### config.mk
export PLATFORM = sky130hd
export DESIGN_NAME = stsc_cell
export DESIGN_NICKNAME = d
export VERILOG_FILES = /design/src/design/stsc_ram.sv /design/src/design/stsc_cell.sv
export SDC_FILE = /design/constraint.sdc
export NUM_CORES = 2
export LEC_CHECK = 0
export ABC_AREA = 1
export BUFFER_PORTS_ARGS = -buffer_cell sky130_fd_sc_hd__buf_2
export CAP_MARGIN = 30
export CORE_ASPECT_RATIO = 2
export CORE_MARGIN = 10
export CORE_UTILIZATION = 45
export DETAILED_ROUTE_END_ITERATION = 12
export PLACE_DENSITY_LB_ADDON = 0.08
export SYNTH_ARGS = -nofsm -noshare
export SYNTH_HDL_FRONTEND = slang
export SYNTH_SLANG_ARGS = --single-unit
export TNS_END_PERCENT = 20
### constraint.sdc
create_clock -name clk_i -period 3.32 [get_ports clk_i]
set_clock_uncertainty 0.15 [all_clocks]
set_input_delay 0.664 -clock clk_i [delete_from_list [all_inputs] [get_ports clk_i]]
set_output_delay 0.664 -clock clk_i [all_outputs]
set_load 0.1 [all_outputs]
### src/design/stsc_ram.sv
`default_nettype none

module stsc_ram #(
  parameter int WIDTH = 16,
  parameter int DEPTH = 80
) (
  input  wire logic                                   clk_i,
  input  wire logic                                   we_i,
  input  wire logic [((DEPTH > 1) ? $clog2(DEPTH) : 1)-1:0] waddr_i,
  input  wire logic [WIDTH-1:0]                       wdata_i,
  input  wire logic [((DEPTH > 1) ? $clog2(DEPTH) : 1)-1:0] raddr_i,
  output logic      [WIDTH-1:0]                       rdata_o
);

  logic [WIDTH-1:0] mem [DEPTH];

  always_ff @(posedge clk_i) begin
    if (we_i) begin
      mem[waddr_i] <= wdata_i;
    end
    rdata_o <= mem[raddr_i];
  end

endmodule

`default_nettype wire

### src/design/stsc_cell.sv
`default_nettype none

module stsc_cell #(
  parameter int SPACING     = 80,
  parameter int SAMPLE_BITS = 16,
  parameter bit PATTERN_BIT = 1'b0
) (
  input  wire logic                   clk_i,
  input  wire logic                   rst_ni,
  input  wire logic                   shift_i,
  input  wire logic [SAMPLE_BITS-1:0] din_i,
  output logic      [SAMPLE_BITS-1:0] head_o,
  output logic                        differ_o
);

  localparam int PTR_W = (SPACING > 1) ? $clog2(SPACING) : 1;
  localparam logic [PTR_W-1:0] PTR_LAST = PTR_W'(SPACING - 1);

  logic [PTR_W-1:0]       ptr_q, ptr_d, raddr;
  logic                   wrapped_q, wrapped_d;
  logic                   fwd_q, fwd_d;
  logic [SAMPLE_BITS-1:0] fwd_data_q;
  logic [SAMPLE_BITS-1:0] rdata;

  always_comb begin
    ptr_d     = (ptr_q == PTR_LAST) ? '0 : ptr_q + PTR_W'(1);
    wrapped_d = wrapped_q | (ptr_q == PTR_LAST);
    fwd_d     = shift_i && (ptr_d == ptr_q);
  end

  // prefetch the next oldest entry so the head is ready right after a shift
  assign raddr = shift_i ? ptr_d : ptr_q;

  stsc_ram #(
    .WIDTH(SAMPLE_BITS),
    .DEPTH(SPACING)
  ) u_ram (
    .clk_i  (clk_i),
    .we_i   (shift_i),
    .waddr_i(ptr_q),
    .wdata_i(din_i),
    .raddr_i(raddr),
    .rdata_o(rdata)
  );

  always_ff @(posedge clk_i or negedge rst_ni) begin
    if (!rst_ni) begin
      ptr_q     <= '0;
      wrapped_q <= 1'b0;
      fwd_q     <= 1'b0;
    end else begin
      fwd_q <= fwd_d;
      if (shift_i) begin
        ptr_q     <= ptr_d;
        wrapped_q <= wrapped_d;
      end
    end
  end

  always_ff @(posedge clk_i) begin
    if (shift_i) begin
      fwd_data_q <= din_i;
    end
  end

  // entries not yet written since reset read as zero samples
  always_comb begin
    if (!wrapped_q) begin
      head_o = '0;
    end else if (fwd_q) begin
      head_o = fwd_data_q;
    end else begin
      head_o = rdata;
    end
    differ_o = ~head_o[SAMPLE_BITS-1] ^ PATTERN_BIT;
  end

endmodule

`default_nettype wire

=== Word level (Yosys, flattened, before mapping) ===
Memories as Yosys holds them, arrays and structs flattened. A register that Yosys moved wholly into a read port is not among the register bits.
Cells that the tools add are included.

* Flip-flop bits (word level): 25
* RAM bits: 1,280
* Input port bits: 19
* Output and inout bits: 17
* Memories kept: 1

* Add/sub/neg operators: 1
* Eq/ne operators: 2
* Muxes and demuxes: 6
* Bitwise gates (word level): 2
* Reduce and logical (&&, ||, !) cells: 1

{| class="wikitable"
|+ Memories
! name !! words !! bits a word !! read ports !! clocked after Yosys merged registers in !! wr ports !! RTL line !! text
|-
| u_ram.mem || 80 || 16 || 1 || 1 || 1 || stsc_ram.sv:15 || <nowiki>logic [WIDTH-1:0] mem [DEPTH];</nowiki>
|}

{| class="wikitable"
|+ Operators by type and width
! cell !! count
|-
| 2-to-1 mux 16 bit || 2
|-
| 2-to-1 mux 7 bit || 2
|-
| adder 7 x 1 -> 7 bit (second input constant) || 1
|-
| == test 7 bit || 1
|-
| == test 7 bit (second input constant) || 1
|-
| 2-to-1 mux 1 bit || 2
|-
| logical AND 1 bit || 1
|-
| NOT 1 bit || 1
|-
| OR 1 bit || 1
|}

=== Logic depth before layout (Yosys ltp) ===
* Depth in word-level cells: 4
* Depth in mapped cells: 18

=== Cells and area by module ===
Synthesis repeated with hierarchy kept, for this count alone.

* Cells, all modules: 4,365
* Area, all modules: 53,019.6 um^2

{| class="wikitable"
|+ Modules (own cells, without submodules)
! module !! times used !! cells each !! area an instance (um^2)
|-
| stsc_ram || 1 || 4,240 || 51,877.3
|-
| stsc_cell || 1 || 125 || 1,142.3
|}

=== Least setup slack after synthesis ===
Ideal clock, no wire load.

* Kind: register to output
* Start: register fwd_q
* End: output port differ_o
* Arrival: 3.930 ns
* Required time: 2.506 ns
* Path slack: -1.424 ns
* Stages on the path, launching flop included: 5
* Buffers on the path: 0
* Cells stage by stage: dfrtp_1 > inv_1 > nor2_1 > nor3_1 > inv_1

* Word-level cells in the longest chain between the ends: 3

{| class="wikitable"
|+ Ends and longest elaborated chain
! item !! RTL line !! text
|-
| start, declared || stsc_cell.sv:21 || <nowiki>logic fwd_q, fwd_d;</nowiki>
|-
| start signal, assigned || stsc_cell.sv:52 || <nowiki>fwd_q <= fwd_d;</nowiki>
|-
| 2-to-1 mux 16 bit || stsc_cell.sv:70 || <nowiki>end else if (fwd_q) begin</nowiki>
|-
| 2-to-1 mux 16 bit || stsc_cell.sv:68 || <nowiki>if (!wrapped_q) begin</nowiki>
|-
| via head_o[15] || stsc_cell.sv:12 || <nowiki>output logic [SAMPLE_BITS-1:0] head_o,</nowiki>
|-
| NOT 1 bit || stsc_cell.sv:75 || <nowiki>differ_o = ~head_o[SAMPLE_BITS-1] ^ PATTERN_BIT;</nowiki>
|-
| end, declared || stsc_cell.sv:13 || <nowiki>output logic differ_o</nowiki>
|}

The timed path passes the listed nets, and every way through them passes these cells.

=== Worst setup path after layout ===
* Start: register ptr_q[5]
* End: register u_ram.rdata_o[8], read port of u_ram.mem

* Word-level cells in the longest chain between the ends: 3
* Elaborated cells between the ends (all ways): 4
* Classes of those cells: add/sub: 1; eq/ne: 1; mux: 2

{| class="wikitable"
|+ Ends and longest elaborated chain
! item !! RTL line !! text
|-
| start, declared || stsc_cell.sv:19 || <nowiki>logic [PTR_W-1:0] ptr_q, ptr_d, raddr;</nowiki>
|-
| start signal, assigned || stsc_cell.sv:54 || <nowiki>ptr_q <= ptr_d;</nowiki>
|-
| adder 7 x 1 -> 7 bit or == test 7 bit (tied branches) || stsc_cell.sv:26 || <nowiki>ptr_d = (ptr_q == PTR_LAST) ? '0 : ptr_q + PTR_W'(1);</nowiki>
|-
| 2-to-1 mux 7 bit || stsc_cell.sv:26 ||
|-
| 2-to-1 mux 7 bit (*) || - ||
|-
| end, declared || stsc_ram.sv:12 || <nowiki>output logic [WIDTH-1:0] rdata_o</nowiki>
|}

Every way passes the cells marked *; elsewhere a longest branch is shown, timed or not.
A chain may end at the register's enable or synchronous reset.

==> results summary <==
The flow ran to the end, and the final reports show no timing, DRC or antenna violations. The final period demand of the worst path is 3.25 ns. The largest driver fanout on the critical path is 15. Derived from the worst setup path, the maximum achievable clock frequency is 308 MHz. The maximum vdd drop is 0.742 mV. The fraction of the cycle the final worst path needs is 97.8%. The number of global-route vias before repair is 37,467. The final count of negative-setup-slack endpoints came out at 0. The number of antenna violations at the first check in global routing was 4. The worst register-to-register path begins at ptr_q[5]. The number of standard cells in the final layout excluding fillers is 6,929.

In this run the deepest clock path goes through 3 buffers. Before antenna repair, the detailed router went through 5 iterations. The total negative slack is 0 ns. CTS placed an instance of clkbuf_16 at the clock tree root. The die span in y is 523 um. The global placement routability congestion came out at 0.882.

Measured against its own limit, the worst slew margin works out to 46.4%. From synthesis to final layout, the design area changed by 14.3%. The number of DRC violations after detailed routing came out at 0. The critical path starts at ptr_q[5]. The total area inside the core boundary comes to 0.126 mm2.

Clock-pin slew was measured on the worst setup and hold paths at 0.07 ns. Setup repair after global routing could not meet its margin everywhere. The netlist area before placement is 0.0569 mm2. The data arrival time of the critical path came out at 3.72 ns. The area of all placed cells without fillers is 0.0650 mm2. The overall power of the completed layout is 48.9 mW. TritonCTS built the clock tree. The longest individual stage delay on the worst path is 0.44 ns. In this run, CTS created clock tree buffers numbering 115. The slew at the pin closest to its max-slew limit came out at 0.800 ns. The post-synth net total came out at 4,995. The worst setup slack after placement came out at -0.505 ns. The number of rows created at floorplan is 184.

The total number of H-tree levels came out at 3. The insertion delay to the later sink of the worst-skew pair is 0.75 ns. Once placement completed, the tool counted placed cells totaling 6,701. The combined buffer and inverter count along the critical path is 7. The initial detailed-routing violation count came out at 3,192. The via density per instance is 5.51. The type of the tightest min-delay check is input pin to async pin. In this run the static leakage power is 24.7 nW. The placed cell area is 0.0611 mm2.

The first-pass GRT wire length came out at 257 mm. The top-level I/O count is 36. The proportion of layout cells with a drive suffix above 1 came out at 11.7%.

Yosys printed 0 warnings. The gate count after technology mapping came out at 4,975. The final HPWL from detailed placement came out at 111 mm.

For this design the ratio of total power to cell area is 752 mW/mm2. The tool flagged a number of max-cap violations equal to 0. The max-slew violation count was 0. The post-route antenna net violation count came out at 0. The hold violation total from the final report came out at 0. The number of sinks driven by the clock tree came out at 1,321.

For this run the aggregate overflow at the end of global routing stands at 0. For this design, the slowest cell found on the critical path is dfrtp_1. Data on the critical path is required at its endpoint by 3.79 ns. STA classifies the critical path endpoint as a register.

The floorplan step defined a die boundary enclosing 0.142 mm2. The flip-flop and latch count after synthesis is 1,321. The routed via count came out at 38,207. The die is 271 um wide. The total global-route track usage came out at 24.6%. Final hold analysis gives a worst-case slack of 0.200 ns. STA classifies the critical path startpoint as a register.

The final wirelength came out at 178 mm. The net count reported at finish came out at 5,172. The area share of the largest cell type after synthesis is 68.4%. The register area share after synthesis is 69.3%. In the post-route analysis, the smallest setup slack over all paths is 0.0718 ns. The start-to-end type of the worst setup path is register to register. Entering global routing, the biggest net connects 66 pins. The cell type with the largest total area after synthesis is edfxtp_1. The average cell area after synthesis came out at 11.4 um2. The fill cell total of the finished layout came out at 11,196. The starting density of the core came out at 45.3%. The number of port buffers came out at 35.

The cell family with the largest share of critical-path delay is simple AND/OR/NAND/NOR gates. The final standard cell utilization of the core came out at 51.7%. After detailed routing, the average wire length per cell comes to 25.6 um. The number of distinct library cells after synthesis is 33.

Traced cell by cell, the critical path runs through inv_2, nand2_1, nor2_1, buf_4, nand2_8, nand2_8, buf_12, buf_12, buf_4, nand2_1, nand3_1, nand3_1, nand3_1, buf_4, nand3_1, buf_4, nand3_1, nand2_1, nand2_1, nand2_1. After synthesis, the cell types taking the most area are edfxtp_1 (68%), nand3_1 (9.5%), nand2_1 (4.9%).
-- cells in the final DEF (no fill, tap or decap), types with 3 or more instances in the layout --
master and n:
nand3_2 16, buf_12 74, clkinvlp_4 4, nor2_2 5
buf_4 287, buf_16 3, clkinv_2 32, o21ai_1 32
o21ai_0 142, clkinv_1 24, dfrtp_1 8, nand3b_1 352
nor3_2 9, dfxtp_1 16, nor2_1 251, clkinv_8 3
o211ai_1 16, inv_2 5, clkbuf_1 24, o221ai_1 16
nand3_1 1064, clkbuf_16 118, buf_2 19, o22ai_1 32
clkbuf_8 4, nand2_1 740, edfxtp_1 1296, buf_6 4
nand2_2 3, diode_2 3, bufinv_16 8, inv_1 620
inv_6 5
-- worst reg2reg max path, cell delays in order (launching register included) --
cell	delay (ns)
dfrtp_1	0.44
inv_2	0.11
nand2_1	0.12
nor2_1	0.12
buf_4	0.16
nand2_8	0.12
nand2_8	0.19
buf_12	0.14
buf_12	0.16
buf_4	0.19
nand2_1	0.06
nand3_1	0.07
nand3_1	0.09
nand3_1	0.09
buf_4	0.17
nand3_1	0.08
buf_4	0.17
nand3_1	0.16
nand2_1	0.11
nand2_1	0.17
nand2_1	0.08
-- synthesized netlist by cell type, drive strengths merged --
master and number:
dfxtp 16, edfxtp 1296, xor2 2, buf 211, o21ai 177, nor4 1
o21a 1, o22ai 32, nand3 1080, nand2 746, o211ai 16, clkbuf 117
dfrtp 9, nor3 10, ha 1, inv 630, clkinv 1, conb 1
o221ai 16, nor2 258, nand4 2, nand3b 352
-- routing by layer --
| metal | vias up | track usage, % | share of wire [%] | wire [um] |
|---|---|---|---|---|
| li1 | 17570 | - | - | - |
| met1 | 19235 | 28.0 | 37 | 66400 |
| met2 | 1111 | 44.5 | 52 | 93200 |
| met3 | 289 | 2.46 | 4.1 | 7300 |
| met4 | 2 | 14.3 | 6.0 | 10700 |
| met5 | - | 0 | 0.0068 | 12 |
-- where the power goes --
group / internal [mW] / total (mW) / leakage [nW] / switching (mW)
combinational: 4.97 / 16.6 / 11.0 / 11.6
clock: 7.23 / 13.4 / 1.82 / 6.13
sequential: 18.7 / 18.9 / 11.9 / 0.198
total: 30.9 / 48.9 / 24.7 / 18.0
-- timing repair --
action,4_1_cts,5_1_grt
cloned,0,0
endpoints found under the setup margin,15,10
pin swaps,0,1
endpoints found under the hold margin,9,0
gates resized for setup,13,15
buffers inserted,0,7
hold buffers,1,0
-- area by class of cell --
class	instances	area, um2	area share (%)
tap	1674	2090	3.22
inverter	631	2390	3.68
clock buffer	146	3100	4.76
sequential	1321	39500	60.7
clock inverter	71	579	0.891
multi-input combinational	2695	13500	20.8
timing repair buffer	388	3870	5.95
antenna	3	7.51	0.0115
-- sequential cells by signal, summed over array words and instances, names as in the netlist --
register       count
fwd_data_q        16
wrapped_q          1
u_ram.mem       1280
u_ram.rdata_o     16
ptr_q              7
fwd_q              1
-- cells by family after synthesis --
group | Yosys count | share of synthesized area (%)
AND/OR/NAND/NOR | 2449 | 20.9
flip-flops | 1321 | 69.3
buffers and inverters | 959 | 7.30
AO/OA/AOI/OAI | 242 | 2.39
XOR/XNOR | 2 | 0.0308
adder cells (fa/ha/maj) | 1 | 0.0220
other | 1 | 0.00659
-- worst paths after layout --
check                      slack, ns  depth (start not counted)          endpoint
min in group clk_i              0.20                          1  u_ram.mem[57][8]
max reg2reg                     0.07                         20  u_ram.rdata_o[8]
min                             0.20                          2          ptr_q[6]
max                             0.07                         20  u_ram.rdata_o[8]
max in group asynchronous       2.57                          2             fwd_q
min reg2reg                     0.63                          6  u_ram.rdata_o[6]
Power figures use the tool's default switching activity.
